**src/hw/rtl/itdt_pkg.sv**
```systemverilog
package itdt_pkg;

	localparam int unsigned MAG_W = 31;
	localparam int unsigned POS_W = 4;
	localparam int unsigned CMP_W = 34;
	localparam int unsigned MAX_POS = 9;

	localparam logic [7:0] CHAR_N = 8'h4E;
	localparam logic [7:0] CHAR_A = 8'h41;
	localparam logic [7:0] CHAR_MINUS = 8'h2D;
	localparam logic [7:0] CHAR_ZERO = 8'h30;
	localparam logic [31:0] MISSING_MARK = 32'h8000_0000;

	localparam logic [7:0] SEP_CHAR_RESET = 8'd44;
	localparam logic SEP_EN_RESET = 1'b1;

	localparam logic CFG_SEP_CHAR = 1'b0;
	localparam logic CFG_SEP_EN = 1'b1;

	localparam logic [CMP_W-1:0] POW10 [MAX_POS+1] = '{
		34'd1, 34'd10, 34'd100, 34'd1000, 34'd10000, 34'd100000,
		34'd1000000, 34'd10000000, 34'd100000000, 34'd1000000000
	};

	typedef struct packed {
		logic [MAG_W-1:0] mag;
		logic [POS_W-1:0] top_pos;
		logic neg;
		logic missing;
		logic sep;
		logic ends_row;
	} itdt_entry_t;

endpackage

```
**src/hw/rtl/itdt_if.sv**
```systemverilog
interface itdt_in_if;
	logic valid;
	logic ready;
	logic signed [31:0] value;
	logic ends_row;

	modport source (output valid, output value, output ends_row, input ready);
	modport sink (input valid, input value, input ends_row, output ready);
endinterface

interface itdt_out_if;
	logic valid;
	logic ready;
	logic [7:0] text_char;
	logic last_of_value;
	logic row_done;

	modport source (output valid, output text_char, output last_of_value,
		output row_done, input ready);
	modport sink (input valid, input text_char, input last_of_value,
		input row_done, output ready);
endinterface

```
**src/hw/rtl/int_row_to_decimal_text.sv**
```systemverilog
// An accepted beat is registered into the queue; its first character beat then
// passes through the back part's state register and its registered output when the
// back part is idle, and is held back while earlier values are spelled out or stalled.
// Throughput: one character beat per cycle while the sink is ready; a value is 1 to
// 12 characters (separator, sign, up to ten digits).
// Reset (arst_n low, asynchronous): queue empty, no output beat pending, next
// value begins a row, separator ',' and separators enabled.
module int_row_to_decimal_text
	import itdt_pkg::*;
(
	input  logic       clk,
	input  logic       arst_n,
	itdt_in_if.sink    items,
	itdt_out_if.source text,
	input  logic       cfg_we,
	input  logic       cfg_index,
	input  logic [7:0] cfg_data
);

	// Configuration registers. The user must write them only while the block is idle,
	// which the block itself does not enforce, so the front and back parts may read them directly.
	logic [7:0] sep_char_q;
	logic sep_en_q;

	always_ff @(posedge clk or negedge arst_n) begin
		if (!arst_n) begin
			sep_char_q <= SEP_CHAR_RESET;
			sep_en_q <= SEP_EN_RESET;
		end else if (cfg_we) begin
			case (cfg_index)
				CFG_SEP_CHAR: sep_char_q <= cfg_data;
				CFG_SEP_EN: sep_en_q <= cfg_data[0];
				default: sep_en_q <= sep_en_q;
			endcase
		end
	end

	// The front part classifies each value: missing marker, sign, magnitude,
	// top digit position, and whether a separator goes ahead of it in its row.
	logic push;
	logic full;
	itdt_entry_t push_entry;

	itdt_front u_front (
		.clk        (clk),
		.arst_n     (arst_n),
		.items      (items),
		.sep_en     (sep_en_q),
		.full       (full),
		.push       (push),
		.push_entry (push_entry)
	);

	// A two-entry queue lets the front keep accepting while the back is
	// still spelling out a long value or is stalled by the sink.
	logic pop;
	logic q_valid;
	itdt_entry_t q_entry;

	itdt_queue u_queue (
		.clk        (clk),
		.arst_n     (arst_n),
		.push       (push),
		.push_entry (push_entry),
		.full       (full),
		.pop        (pop),
		.q_valid    (q_valid),
		.q_entry    (q_entry)
	);

	// The back part emits one character per cycle, while the sink is ready, into a
	// registered output, taking the next queued value on the cycle of the final character.
	itdt_back u_back (
		.clk      (clk),
		.arst_n   (arst_n),
		.q_valid  (q_valid),
		.q_entry  (q_entry),
		.pop      (pop),
		.sep_char (sep_char_q),
		.text     (text)
	);

endmodule

```
**src/hw/rtl/itdt_front.sv**
```systemverilog
module itdt_front
	import itdt_pkg::*;
(
	input  logic        clk,
	input  logic        arst_n,
	itdt_in_if.sink     items,
	input  logic        sep_en,
	input  logic        full,
	output logic        push,
	output itdt_entry_t push_entry
);

	logic at_row_start_q;
	logic [31:0] mag32;
	logic [MAG_W-1:0] mag;
	logic [POS_W-1:0] top_pos;

	assign items.ready = !full;
	assign push = items.valid && !full;

	always_comb begin
		mag32 = items.value[31] ? (32'd0 - items.value) : items.value;
		mag = mag32[MAG_W-1:0];
	end

	// Top digit position: the exponent of the highest power of ten not above the magnitude.
	always_comb begin
		top_pos = '0;
		for (int p = 1; p <= MAX_POS; p++) begin
			if ({3'b000, mag} >= POW10[p]) begin
				top_pos = POS_W'(p);
			end
		end
	end

	always_comb begin
		push_entry.mag = mag;
		push_entry.top_pos = top_pos;
		push_entry.neg = items.value[31];
		push_entry.missing = (items.value == MISSING_MARK);
		push_entry.sep = !at_row_start_q && sep_en;
		push_entry.ends_row = items.ends_row;
	end

	always_ff @(posedge clk or negedge arst_n) begin
		if (!arst_n) begin
			at_row_start_q <= 1'b1;
		end else if (push) begin
			at_row_start_q <= items.ends_row;
		end
	end

endmodule

```
**src/hw/rtl/itdt_queue.sv**
```systemverilog
module itdt_queue
	import itdt_pkg::*;
(
	input  logic        clk,
	input  logic        arst_n,
	input  logic        push,
	input  itdt_entry_t push_entry,
	output logic        full,
	input  logic        pop,
	output logic        q_valid,
	output itdt_entry_t q_entry
);

	itdt_entry_t slot_q [2];
	logic wr_ptr_q;
	logic rd_ptr_q;
	logic [1:0] count_q;

	assign full = (count_q == 2'd2);
	assign q_valid = (count_q != 2'd0);
	assign q_entry = slot_q[rd_ptr_q];

	always_ff @(posedge clk) begin
		if (push) begin
			slot_q[wr_ptr_q] <= push_entry;
		end
	end

	always_ff @(posedge clk or negedge arst_n) begin
		if (!arst_n) begin
			wr_ptr_q <= 1'b0;
			rd_ptr_q <= 1'b0;
			count_q <= 2'd0;
		end else begin
			if (push) begin
				wr_ptr_q <= !wr_ptr_q;
			end
			if (pop) begin
				rd_ptr_q <= !rd_ptr_q;
			end
			case ({push, pop})
				2'b10: count_q <= count_q + 2'd1;
				2'b01: count_q <= count_q - 2'd1;
				default: count_q <= count_q;
			endcase
		end
	end

endmodule

```
**src/hw/rtl/itdt_back.sv**
```systemverilog
module itdt_back
	import itdt_pkg::*;
(
	input  logic        clk,
	input  logic        arst_n,
	input  logic        q_valid,
	input  itdt_entry_t q_entry,
	output logic        pop,
	input  logic [7:0]  sep_char,
	itdt_out_if.source  text
);

	localparam logic [2:0] ST_IDLE  = 3'd0;
	localparam logic [2:0] ST_SEP   = 3'd1;
	localparam logic [2:0] ST_SIGN  = 3'd2;
	localparam logic [2:0] ST_DIGIT = 3'd3;
	localparam logic [2:0] ST_NA_N  = 3'd4;
	localparam logic [2:0] ST_NA_A  = 3'd5;

	logic [2:0] state_q;
	logic [2:0] state_d;
	logic [MAG_W-1:0] rem_q;
	logic [POS_W-1:0] pos_q;
	logic neg_q;
	logic missing_q;
	logic ends_row_q;

	logic out_valid_q;
	logic [7:0] out_char_q;
	logic out_last_q;
	logic out_row_q;

	logic adv;
	logic last_char;
	logic [3:0] digit;
	logic [CMP_W-1:0] sub;
	logic [7:0] ch;

	assign text.valid = out_valid_q;
	assign text.text_char = out_char_q;
	assign text.last_of_value = out_last_q;
	assign text.row_done = out_row_q;

	assign adv = (state_q != ST_IDLE) && (!out_valid_q || text.ready);
	assign last_char = (state_q == ST_NA_A) || ((state_q == ST_DIGIT) && (pos_q == '0));
	assign pop = q_valid && ((state_q == ST_IDLE) || (adv && last_char));

	// One digit per cycle while the output is not stalled: the largest multiple of the current power of ten.
	always_comb begin
		digit = '0;
		sub = '0;
		for (int k = 1; k <= 9; k++) begin
			if ({3'b000, rem_q} >= POW10[pos_q] * CMP_W'(k)) begin
				digit = 4'(k);
				sub = POW10[pos_q] * CMP_W'(k);
			end
		end
	end

	always_comb begin
		case (state_q)
			ST_SEP: ch = sep_char;
			ST_SIGN: ch = CHAR_MINUS;
			ST_DIGIT: ch = CHAR_ZERO + {4'd0, digit};
			ST_NA_N: ch = CHAR_N;
			ST_NA_A: ch = CHAR_A;
			default: ch = '0;
		endcase
	end

	function automatic logic [2:0] first_state(input itdt_entry_t e);
		if (e.sep) begin
			return ST_SEP;
		end else if (e.missing) begin
			return ST_NA_N;
		end else if (e.neg) begin
			return ST_SIGN;
		end
		return ST_DIGIT;
	endfunction

	always_comb begin
		state_d = state_q;
		if (pop) begin
			state_d = first_state(q_entry);
		end else if (adv) begin
			case (state_q)
				ST_SEP: state_d = missing_q ? ST_NA_N : (neg_q ? ST_SIGN : ST_DIGIT);
				ST_SIGN: state_d = ST_DIGIT;
				ST_NA_N: state_d = ST_NA_A;
				ST_NA_A: state_d = ST_IDLE;
				ST_DIGIT: state_d = (pos_q == '0) ? ST_IDLE : ST_DIGIT;
				default: state_d = ST_IDLE;
			endcase
		end
	end

	always_ff @(posedge clk) begin
		if (pop) begin
			rem_q <= q_entry.mag;
			pos_q <= q_entry.top_pos;
			neg_q <= q_entry.neg;
			missing_q <= q_entry.missing;
			ends_row_q <= q_entry.ends_row;
		end else if (adv && (state_q == ST_DIGIT)) begin
			rem_q <= rem_q - sub[MAG_W-1:0];
			pos_q <= pos_q - POS_W'(1);
		end
		if (adv) begin
			out_char_q <= ch;
			out_last_q <= last_char;
			out_row_q <= last_char && ends_row_q;
		end
	end

	always_ff @(posedge clk or negedge arst_n) begin
		if (!arst_n) begin
			state_q <= ST_IDLE;
			out_valid_q <= 1'b0;
		end else begin
			state_q <= state_d;
			if (adv) begin
				out_valid_q <= 1'b1;
			end else if (text.ready) begin
				out_valid_q <= 1'b0;
			end
		end
	end

	a_row_implies_last: assert property (@(posedge clk) disable iff (!arst_n)
		out_valid_q && out_row_q |-> out_last_q)
		else $error("row_done without last_of_value");

	a_digit_in_range: assert property (@(posedge clk) disable iff (!arst_n)
		(state_q == ST_DIGIT) |-> (pos_q <= POS_W'(MAX_POS)) &&
		({3'b000, rem_q} < POW10[pos_q] * CMP_W'(10)))
		else $error("remainder exceeds current digit position");

	a_pop_needs_entry: assert property (@(posedge clk) disable iff (!arst_n)
		pop |-> q_valid && ((state_q == ST_IDLE) || last_char))
		else $error("queue popped before current value finished");

endmodule
```
**src/flat_wrapper.sv**
```systemverilog
// flat-port wrapper written by rule: the top's interface ports become plain ports
module int_row_to_decimal_text_flat import itdt_pkg::*;
  (clk, arst_n, cfg_we, cfg_index, cfg_data, items_valid, items_value, items_ends_row, items_ready, text_valid, text_text_char, text_last_of_value, text_row_done, text_ready);
  itdt_in_if items_i ();
  itdt_out_if text_i ();
  input  logic clk;
  input  logic arst_n;
  input  logic cfg_we;
  input  logic cfg_index;
  input  logic [7:0] cfg_data;
  input wire logic [$bits(items_i.valid)-1:0] items_valid;
  input wire logic [$bits(items_i.value)-1:0] items_value;
  input wire logic [$bits(items_i.ends_row)-1:0] items_ends_row;
  output wire logic [$bits(items_i.ready)-1:0] items_ready;
  output wire logic [$bits(text_i.valid)-1:0] text_valid;
  output wire logic [$bits(text_i.text_char)-1:0] text_text_char;
  output wire logic [$bits(text_i.last_of_value)-1:0] text_last_of_value;
  output wire logic [$bits(text_i.row_done)-1:0] text_row_done;
  input wire logic [$bits(text_i.ready)-1:0] text_ready;
  assign items_i.valid = items_valid;
  assign items_i.value = items_value;
  assign items_i.ends_row = items_ends_row;
  assign items_ready = items_i.ready;
  assign text_valid = text_i.valid;
  assign text_text_char = text_i.text_char;
  assign text_last_of_value = text_i.last_of_value;
  assign text_row_done = text_i.row_done;
  assign text_i.ready = text_ready;
  int_row_to_decimal_text u_core (.clk(clk), .arst_n(arst_n), .items(items_i), .text(text_i), .cfg_we(cfg_we), .cfg_index(cfg_index), .cfg_data(cfg_data));
endmodule
```
**config.mk**
```make
export PLATFORM = sky130hd
export DESIGN_NAME = int_row_to_decimal_text_flat
export DESIGN_NICKNAME = d
export VERILOG_FILES = /design/src/hw/rtl/itdt_pkg.sv /design/src/hw/rtl/itdt_if.sv /design/src/hw/rtl/int_row_to_decimal_text.sv /design/src/hw/rtl/itdt_front.sv /design/src/hw/rtl/itdt_queue.sv /design/src/hw/rtl/itdt_back.sv /design/src/flat_wrapper.sv
export SDC_FILE = /design/constraint.sdc
export NUM_CORES = 1
export LEC_CHECK = 0
export ABC_AREA = 1
export BUFFER_PORTS_ARGS = -buffer_cell sky130_fd_sc_hd__buf_2
export CORE_ASPECT_RATIO = 0.9
export CORE_UTILIZATION = 50
export DETAILED_ROUTE_END_ITERATION = 16
export PLACE_DENSITY = 0.68
export SLEW_MARGIN = 40
export SYNTH_ARGS = -nofsm -noshare
export SYNTH_HDL_FRONTEND = slang
export SYNTH_SLANG_ARGS = --single-unit
```
**constraint.sdc**
```tcl
create_clock -name clk -period 9 [get_ports clk]
set_clock_uncertainty 0.1 [all_clocks]
set_input_delay 0.9 -clock clk [delete_from_list [all_inputs] [get_ports clk]]
set_output_delay 0.9 -clock clk [all_outputs]
set_load 0.01 [all_outputs]
```
==> run summary, run 1 <==
================================================================================
Status ............................................................    completed
Final weighted congestion of routability-driven global placement ..         1.07
Worst Path Arrival ................................................      8820 ps
Dominant synthesized flop cell .................................... sky130_fd_sc_hd__edfxtp_1
Category of the worst setup path capture point ....................         flop
Wire length of the first global-routing pass ......................   124,000 um
Antenna violations before repair ..................................            2
Post-Synth Simple-Gate Area .......................................        23.5%
Relative slew slack ...............................................        40.0%
Routing layer with the top usage in global route ..................         met2
Minimum setup slack after placement ...............................      -339 ps
Detailed-route vias per instance ..................................         6.16
Fraction of final layout cells with drive strength greater than 1 .        13.6%
Worst setup slack for register-to-register paths ..................       270 ps
TritonCTS clock tree ..............................................         done
Total Wirelength ..................................................    81,600 um
Required time reported for the critical path endpoint .............      9090 ps
Post-detailed-route wirelength per cell ...........................      22.1 um
Full die area ..................................................... 43,900 sq um
Shortest period the worst path allows .............................      8730 ps
Clock insertion delay at the later pin of the skew report .........       430 ps
Die extent in x ...................................................       221 um
Number of antenna-violating nets in the routed design .............            0
Number of endpoints with negative hold slack in the final report ..            0
Achievable frequency ..............................................      115 MHz
Top-level port count ..............................................           59
Number of DRC violations after detailed-routing iteration 0 .......        2,461
Most common cell on crit path ..................................... sky130_fd_sc_hd__nand2_1
R2R depth .........................................................           48
Synthesis-to-finish area growth ...................................        14.6%
Number of buffer and inverter stages on the critical path .........           10
Biggest fanout along the worst timing path ........................           26
Syn avg cell area .................................................   7.26 sq um
Crit-path max cell delay ..........................................       540 ps
Leftover overflow at the end of global routing ....................            0
Vias in the first global route ....................................        22.3k
Met1 layer usage reported by global route .........................        47.9%
Setup violators final .............................................            0
Final antenna diode count .........................................            0
Reg-to-reg endpoint ............................................... u_core.u_back.rem_q[29]$_DFFE_PP_
Max Cap Viol ......................................................            0
Deepest level of the CTS H-tree ...................................            4
Number of enable flip-flop cells after synthesis ..................          126
Dominant combinational cell family by area after synthesis ........  adder cells
Final Slew Violations .............................................            0
Die H .............................................................       199 um
Multiplexer share of the synthesized area .........................       0.506%
Remaining DRCs ....................................................            0
Start of the worst register-to-register path ...................... u_core.u_back.pos_q[0]$_DFFE_PP_
Number of nets at the end of the flow .............................        3,605
Maximum root-to-sink buffer count .................................            2
Gate count after technology mapping ...............................        2,966
Port Buffer Count .................................................           58
Compound-Gate Fraction of Synth Area ..............................        18.9%
Effective utilization at floorplan ................................        51.1%
Clock root buffer ................................................. sky130_fd_sc_hd__clkbuf_16
Fin crit share ....................................................        97.0%
Cell type group with the largest total delay on the critical path . simple AND/OR/NAND/NOR gates
Synth Warn # ......................................................            0
Post-detailed-placement half-perimeter wirelength .................    65,500 um
Number of storage elements in the synthesis netlist ...............          144
Worst Tran Pin Value ..............................................       893 ps
Asr flop ratio synth ..............................................        12.5%
Clock-pin slew on the worst setup and hold paths ..................        70 ps
Met2 GRT Util .....................................................        60.7%
Adder and majority gate portion of the synthesized area ...........        24.9%
Total global-route track usage ....................................        37.2%
Number of buffers created by CTS ..................................           17
Category of the worst setup path launch point .....................         flop
Post-Synth XOR/XNOR Area ..........................................        5.45%
Category of the most critical setup path ..........................      reg2reg
Maximum number of pins on one net before global-route repair ......           42
Worst min-delay path category .....................................     in2async
Met3 Resource Use GR ..............................................        5.14%
Worst-case setup margin in the final layout .......................       269 ps
First drt pass iteration count ....................................            7
Vias ..............................................................        22.8k
Register area share after synthesis ...............................        19.7%
Post-synth design cell area ....................................... 21,500 sq um
Floorplan Core Area ............................................... 42,100 sq um
Cell with the largest stage delay on the worst path ............... sky130_fd_sc_hd__fa_1
Site row count ....................................................           71
CTS sink count ....................................................          144
Library cells used by synthesis ...................................           68
================================================================================
[worst max path at each step]
stage                                           startpoint  slack (ps)                                 to  cells past startpoint
after CTS                 u_core.u_back.pos_q[0]$_DFFE_PP_          30  u_core.u_back.rem_q[28]$_DFFE_PP_                     55
after floorplan           u_core.u_back.pos_q[0]$_DFFE_PP_          40  u_core.u_back.rem_q[28]$_DFFE_PP_                     57
after detailed placement  u_core.u_back.pos_q[0]$_DFFE_PP_        -340  u_core.u_back.rem_q[28]$_DFFE_PP_                     57
after global routing      u_core.u_back.pos_q[0]$_DFFE_PP_         -90  u_core.u_back.rem_q[28]$_DFFE_PP_                     54
after global placement    u_core.u_back.pos_q[0]$_DFFE_PP_        -230  u_core.u_back.rem_q[28]$_DFFE_PP_                     57
final                     u_core.u_back.pos_q[0]$_DFFE_PP_         270  u_core.u_back.rem_q[29]$_DFFE_PP_                     48
[registers in the layout, summed over array words and instances, names as in the netlist]
name	cells
u_core.u_queue.slot_q	78
u_core.u_back.rem_q	31
u_core.sep_char_q	8
u_core.u_back.text.text_char	8
u_core.u_back.pos_q	4
u_core.u_back.state_q	3
u_core.u_queue.count_q	2
u_core.sep_en_q	1
u_core.u_back.ends_row_q	1
u_core.u_back.missing_q	1
u_core.u_back.neg_q	1
u_core.u_back.text.last_of_value	1
u_core.u_back.text.row_done	1
u_core.u_back.text.valid	1
u_core.u_front.at_row_start_q	1
u_core.u_queue.rd_ptr_q	1
u_core.u_queue.wr_ptr_q	1
[synth_stat cells, types with 4 or more instances]
| library cell | number | area share, % |
|---|---|---|
| sky130_fd_sc_hd__a31oi_1 | 23 | 0.67 |
| sky130_fd_sc_hd__clkinv_1 | 6 | 0.10 |
| sky130_fd_sc_hd__inv_1 | 304 | 5.3 |
| sky130_fd_sc_hd__a21boi_0 | 7 | 0.24 |
| sky130_fd_sc_hd__nand3_1 | 125 | 2.9 |
| sky130_fd_sc_hd__a21oi_1 | 327 | 7.6 |
| sky130_fd_sc_hd__and3_1 | 4 | 0.12 |
| sky130_fd_sc_hd__o21bai_1 | 20 | 0.70 |
| sky130_fd_sc_hd__o21ai_1 | 22 | 0.51 |
| sky130_fd_sc_hd__or2_2 | 18 | 0.52 |
| sky130_fd_sc_hd__edfxtp_1 | 126 | 18 |
| sky130_fd_sc_hd__xnor2_1 | 35 | 1.4 |
| sky130_fd_sc_hd__o211ai_1 | 27 | 0.94 |
| sky130_fd_sc_hd__a221oi_1 | 5 | 0.20 |
| sky130_fd_sc_hd__a211oi_1 | 13 | 0.45 |
| sky130_fd_sc_hd__nor4_1 | 34 | 0.99 |
| sky130_fd_sc_hd__nor3_1 | 46 | 1.1 |
| sky130_fd_sc_hd__o21ai_0 | 153 | 3.6 |
| sky130_fd_sc_hd__o22ai_1 | 19 | 0.55 |
| sky130_fd_sc_hd__inv_2 | 4 | 0.070 |
| sky130_fd_sc_hd__clkbuf_1 | 44 | 0.77 |
| sky130_fd_sc_hd__a21o_1 | 27 | 0.94 |
| sky130_fd_sc_hd__o21a_1 | 12 | 0.42 |
| sky130_fd_sc_hd__nand2_1 | 662 | 12 |
| sky130_fd_sc_hd__buf_2 | 13 | 0.30 |
| sky130_fd_sc_hd__ha_1 | 397 | 23 |
| sky130_fd_sc_hd__o31ai_1 | 9 | 0.31 |
| sky130_fd_sc_hd__nor2_1 | 187 | 3.3 |
| sky130_fd_sc_hd__a21boi_1 | 5 | 0.17 |
| sky130_fd_sc_hd__mux2_2 | 7 | 0.37 |
| sky130_fd_sc_hd__dfstp_2 | 5 | 0.61 |
| sky130_fd_sc_hd__a22oi_1 | 12 | 0.42 |
| sky130_fd_sc_hd__nand3b_1 | 7 | 0.24 |
| sky130_fd_sc_hd__o221ai_1 | 4 | 0.16 |
| sky130_fd_sc_hd__nand2_4 | 7 | 0.37 |
| sky130_fd_sc_hd__fa_1 | 20 | 1.9 |
| sky130_fd_sc_hd__nand4_1 | 62 | 1.8 |
| sky130_fd_sc_hd__a31o_2 | 4 | 0.16 |
| sky130_fd_sc_hd__buf_6 | 6 | 0.31 |
| sky130_fd_sc_hd__dfrtp_1 | 13 | 1.5 |
| sky130_fd_sc_hd__xor2_1 | 99 | 4.0 |
| sky130_fd_sc_hd__nand2_2 | 7 | 0.20 |
[through the flow]
step / utilization (%) / setup TNS (ps) / std cells / cell area [sq um] / hold WS (ps)
finish: 58.6 / 0 / 3701 / 24700 / 288
global route: 58.6 / -426 / 3701 / 24700 / 323
CTS: 57.1 / 0 / 3678 / 24000 / 293
detailed placement: 55.5 / -2460 / 3644 / 23400 / 392
global placement: 55.3 / -943 / 3640 / 23300 / 385
floorplan: - / 0 / 2967 / 21500 / 348
[logic make-up (layout without fill, tap and decap cells)]
logic type,after synthesis,count (layout)
AOI/OAI and AO/OA,707,707
xor gates and xnor gates,134,134
adders and majority gates,417,417
buffers and inverters,382,569
DFF,144,144
muxes,10,10
other,1,2
and+or+nand+nor,1171,1171
[final cells by class]
type	instances	area, sq um
fillers	3985	17400
multi-input cells	2441	16300
flip-flops and latches	144	4240
repair buffers	222	1630
inverters	315	1200
well taps	547	684
clock buffers	18	439
clock inverters	14	173
[cells in the final DEF (no fill, tap or decap), drive strengths merged, types with 5 or more instances in the layout]
| cell type | n |
|---|---|
| dfstp | 5 |
| nand2 | 676 |
| a31oi | 24 |
| a211oi | 13 |
| o31ai | 10 |
| nand3 | 126 |
| a22oi | 12 |
| xor2 | 99 |
| nand4 | 62 |
| mux2 | 7 |
| inv | 314 |
| ha | 397 |
| fa | 20 |
| nor4 | 34 |
| xnor2 | 35 |
| a221oi | 5 |
| nor2 | 191 |
| o21bai | 20 |
| buf | 222 |
| dfrtp | 13 |
| clkinv | 7 |
| nand3b | 7 |
| or2 | 18 |
| o21a | 12 |
| o22ai | 19 |
| o211ai | 29 |
| nor3 | 47 |
| a21boi | 13 |
| a21o | 27 |
| clkinvlp | 6 |
| clkbuf | 18 |
| o21ai | 176 |
| edfxtp | 126 |
| a21oi | 328 |
[metal layers]
layer  vias up  wire length, um
li1      10700                -
met2      1073            36700
met5         -               12
met4         2             4190
met1     10700            33800
met3       243             6930
[timing repair]
item,in CTS,in global routing
resized for setup,10,118
hold buffers,0,0
endpoints found under the hold margin,0,0
buffers inserted,2,23
endpoints found under the setup margin,16,22
pin swaps,2,32
[worst reg2reg max path: cells and delay by family, from the launching register on]
kind / cells / cell delay (ps)
buffers and inverters: 10 / 1390
and+or+nand+nor: 22 / 2770
AOI/OAI and AO/OA: 9 / 1830
xor gates and xnor gates: 2 / 230
adders and majority gates: 5 / 1770
DFF: 1 / 420
Power of run 1 is not shown: default switching activity piles up to over one toggle a cycle in this logic, so the estimate is an artifact.
==> run 2, diff against run 1 <==
--- a/config.mk
+++ b/config.mk
@@ -10,7 +10,8 @@
 export CORE_ASPECT_RATIO = 0.9
 export CORE_UTILIZATION = 50
 export DETAILED_ROUTE_END_ITERATION = 16
-export PLACE_DENSITY = 0.68
+export PLACE_DENSITY = 0.69
+export RECOVER_POWER = 25
 export SLEW_MARGIN = 40
 export SYNTH_ARGS = -nofsm -noshare
 export SYNTH_HDL_FRONTEND = slang
==> run summary, run 2 (synthesis results as in run 1) <==
================================================================================
Vias ..............................................................        23.0k   was 22.8k
Full die area ..................................................... 43,900 sq um   unchanged
Summed negative setup slack over all endpoints ....................         0 ps   unchanged
Cell with the largest stage delay on the worst path ............... sky130_fd_sc_hd__edfxtp_1   was sky130_fd_sc_hd__fa_1
Biggest fanout along the worst timing path ........................           21   was 26
Worst Tran Pin Value ..............................................      1850 ps   was 893 ps
Max Cap Viol ......................................................            1   was 0
Maximum root-to-sink buffer count .................................            2   unchanged
Post-detailed-route wirelength per cell ...........................      22.1 um   about the same
Top-level port count ..............................................           59   unchanged
Achievable frequency ..............................................      117 MHz   was 115 MHz
Start point of the worst hold path ................................ u_core.u_queue.slot_q[0][0]$_DFFE_PP_
Effective utilization at floorplan ................................        51.1%   unchanged
Leftover overflow at the end of global routing ....................            0   unchanged
Shortest period the worst path allows .............................      8550 ps   was 8730 ps
Category of the worst setup path launch point .....................         flop   unchanged
Deepest level of the CTS H-tree ...................................            4   unchanged
Start of the worst register-to-register path ...................... u_core.u_back.pos_q[0]$_DFFE_PP_   unchanged
Register containing the most flip-flops in the final layout ....... u_core.u_queue.slot_q   unchanged
Most common cell after layout, fill and taps aside ................ sky130_fd_sc_hd__nand2_1   unchanged
Floorplan Core Area ............................................... 42,100 sq um   unchanged
Worst setup startpoint ............................................ u_core.u_back.pos_q[0]$_DFFE_PP_   unchanged
Required time reported for the critical path endpoint .............      9100 ps   was 9090 ps
Final Slew Violations .............................................           40   was 0
Crit-path max cell delay ..........................................       470 ps   was 540 ps
Leading cell types in the layout, fill and taps excluded .......... sky130_fd_sc_hd__nand2_1, sky130_fd_sc_hd__ha_1, sky130_fd_sc_hd__a21oi_1   unchanged
Final weighted congestion of routability-driven global placement ..         1.04   was 1.07
Final hold slack ..................................................       405 ps   was 288 ps
Most common cell on crit path ..................................... sky130_fd_sc_hd__nand2_1   unchanged
Total global-route track usage ....................................        37.3%   was 37.2%
Wire length of the first global-routing pass ......................   123,000 um   was 124,000 um
Multi-input gate area in the final layout ......................... 16,200 sq um   was 16,300 sq um
Worst-case setup margin in the final layout .......................       447 ps   was 269 ps
Clock insertion delay at the later pin of the skew report .........       440 ps   was 430 ps
Clock-pin slew on the worst setup and hold paths ..................        70 ps   about the same
Minimum setup slack after placement ...............................     -64.3 ps   was -339 ps
Number of DRC violations after detailed-routing iteration 0 .......        2,336   was 2,461
Die extent in x ...................................................       221 um   unchanged
Fin crit share ....................................................        95.0%   was 97.0%
Violations in the final reports ................................... max-capacitance violations, max-slew violations
Maximum number of pins on one net before global-route repair ......           40   was 42
Number of buffers created by CTS ..................................           17   unchanged
Port Buffer Count .................................................           58   unchanged
Worst min-delay path category .....................................      reg2reg   was in2async
Post-detailed-placement half-perimeter wirelength .................    67,100 um   was 65,500 um
Number of nets at the end of the flow .............................        3,660   was 3,605
Die H .............................................................       199 um   unchanged
Clock root buffer ................................................. sky130_fd_sc_hd__clkbuf_16   unchanged
Worst Path Arrival ................................................      8650 ps   was 8820 ps
Category of the worst setup path capture point ....................         flop   unchanged
Number of antenna-violating nets in the routed design .............            0   unchanged
Antenna violations before repair ..................................            1   was 2
Setup violators final .............................................            0   unchanged
Footprint of the flip-flops and latches ...........................   4240 sq um   unchanged
First drt pass iteration count ....................................            6   was 7
Site row count ....................................................           71   unchanged
Fraction of final layout cells with drive strength greater than 1 .        14.4%   was 13.6%
TritonCTS clock tree ..............................................         done   unchanged
Number of endpoints with negative hold slack in the final report ..            0   unchanged
Number of flip-flops under the largest register name ..............           78   unchanged
Category of the most critical setup path ..........................      reg2reg   unchanged
Total Wirelength ..................................................    83,100 um   was 81,600 um
Fill cell count ...................................................        3,878   was 3,985
Detailed-route vias per instance ..................................         6.11   was 6.16
Synthesis-to-finish area growth ...................................        15.7%   was 14.6%
Status ............................................................ finished, violations left   was completed
Vias in the first global route ....................................        21.8k   was 22.3k
CTS sink count ....................................................          144   unchanged
Remaining DRCs ....................................................            0   unchanged
Largest registers ranked by flip-flop count ....................... u_core.u_queue.slot_q (78), u_core.u_back.rem_q (31)   unchanged
Relative slew slack ...............................................       -23.0%   was 40.0%
================================================================================
==> run 2: changes by cell type in the layout (fill, tap and decap cells not counted), sizes merged <==
| cell | delta |
|---|---|
| clkinv | +3 |
| buf | +47 |
| clkbuf | +7 |
| bufinv | -2 |
| diode | +1 |
==> run 2: critical path: cells and delay by family, from the launching register on <==
family,cells,cell delay (ps)
AOI/OAI and AO/OA,7,1360
adders and majority gates,4,1290
and+or+nand+nor,22,2420
buffers and inverters,16,2260
xor gates and xnor gates,2,370
DFF,1,470
==> run 2: worst paths after layout <==
kind | to | slack (ps) | depth (start not counted)
max | u_core.u_back.rem_q[30]$_DFFE_PP_ | 450 | 51
min | u_core.u_back.ends_row_q$_DFFE_PP_ | 410 | 2
max reg2reg | u_core.u_back.rem_q[30]$_DFFE_PP_ | 450 | 51
min reg2reg | u_core.u_back.ends_row_q$_DFFE_PP_ | 410 | 2
max in group asynchronous | u_core.u_back.state_q[2]$_DFFE_PN0P_ | 7650 | 1
min in group asynchronous | u_core.u_queue.count_q[1]$_DFFE_PN0P_ | 520 | 1
==> run 2: through the flow <==
step / cells / instance area, sq um / util, %
after detailed placement: 3697 / 23800 / 56.4
after CTS: 3729 / 24300 / 57.7
after floorplan: 2967 / 21500 / -
after global placement: 3693 / 23700 / 56.2
after global routing: 3756 / 24900 / 59.2
final: 3757 / 24900 / 59.2
==> run 2: area by class of cell <==
cell class                 count  area share, %
antenna                        1         0.0100
clock inverter                15          0.497
multi-input combinational   2441           65.2
sequential                   144           17.0
tap                          547           2.75
timing repair buffer         277           8.03
clock buffer                  17           1.71
inverter                     315           4.82
==> run 2: timing repair <==
| action | in CTS | in global routing |
|---|---|---|
| resized for setup | 2 | 111 |
| hold buffers | 0 | 0 |
| pin swaps | 0 | 24 |
| setup buffers | 0 | 27 |
| setup endpoints to repair | 7 | 26 |
==> run 2: metal layers <==
layer	up-vias	global-route usage (%)	wire length (um)
li1	10900	-	-
met1	10800	48.5	35200
met2	1097	61.0	37400
met3	189	5.93	6910
met4	2	15.8	3620
met5	-	0	13
Power of run 2 is left out for the same reason.
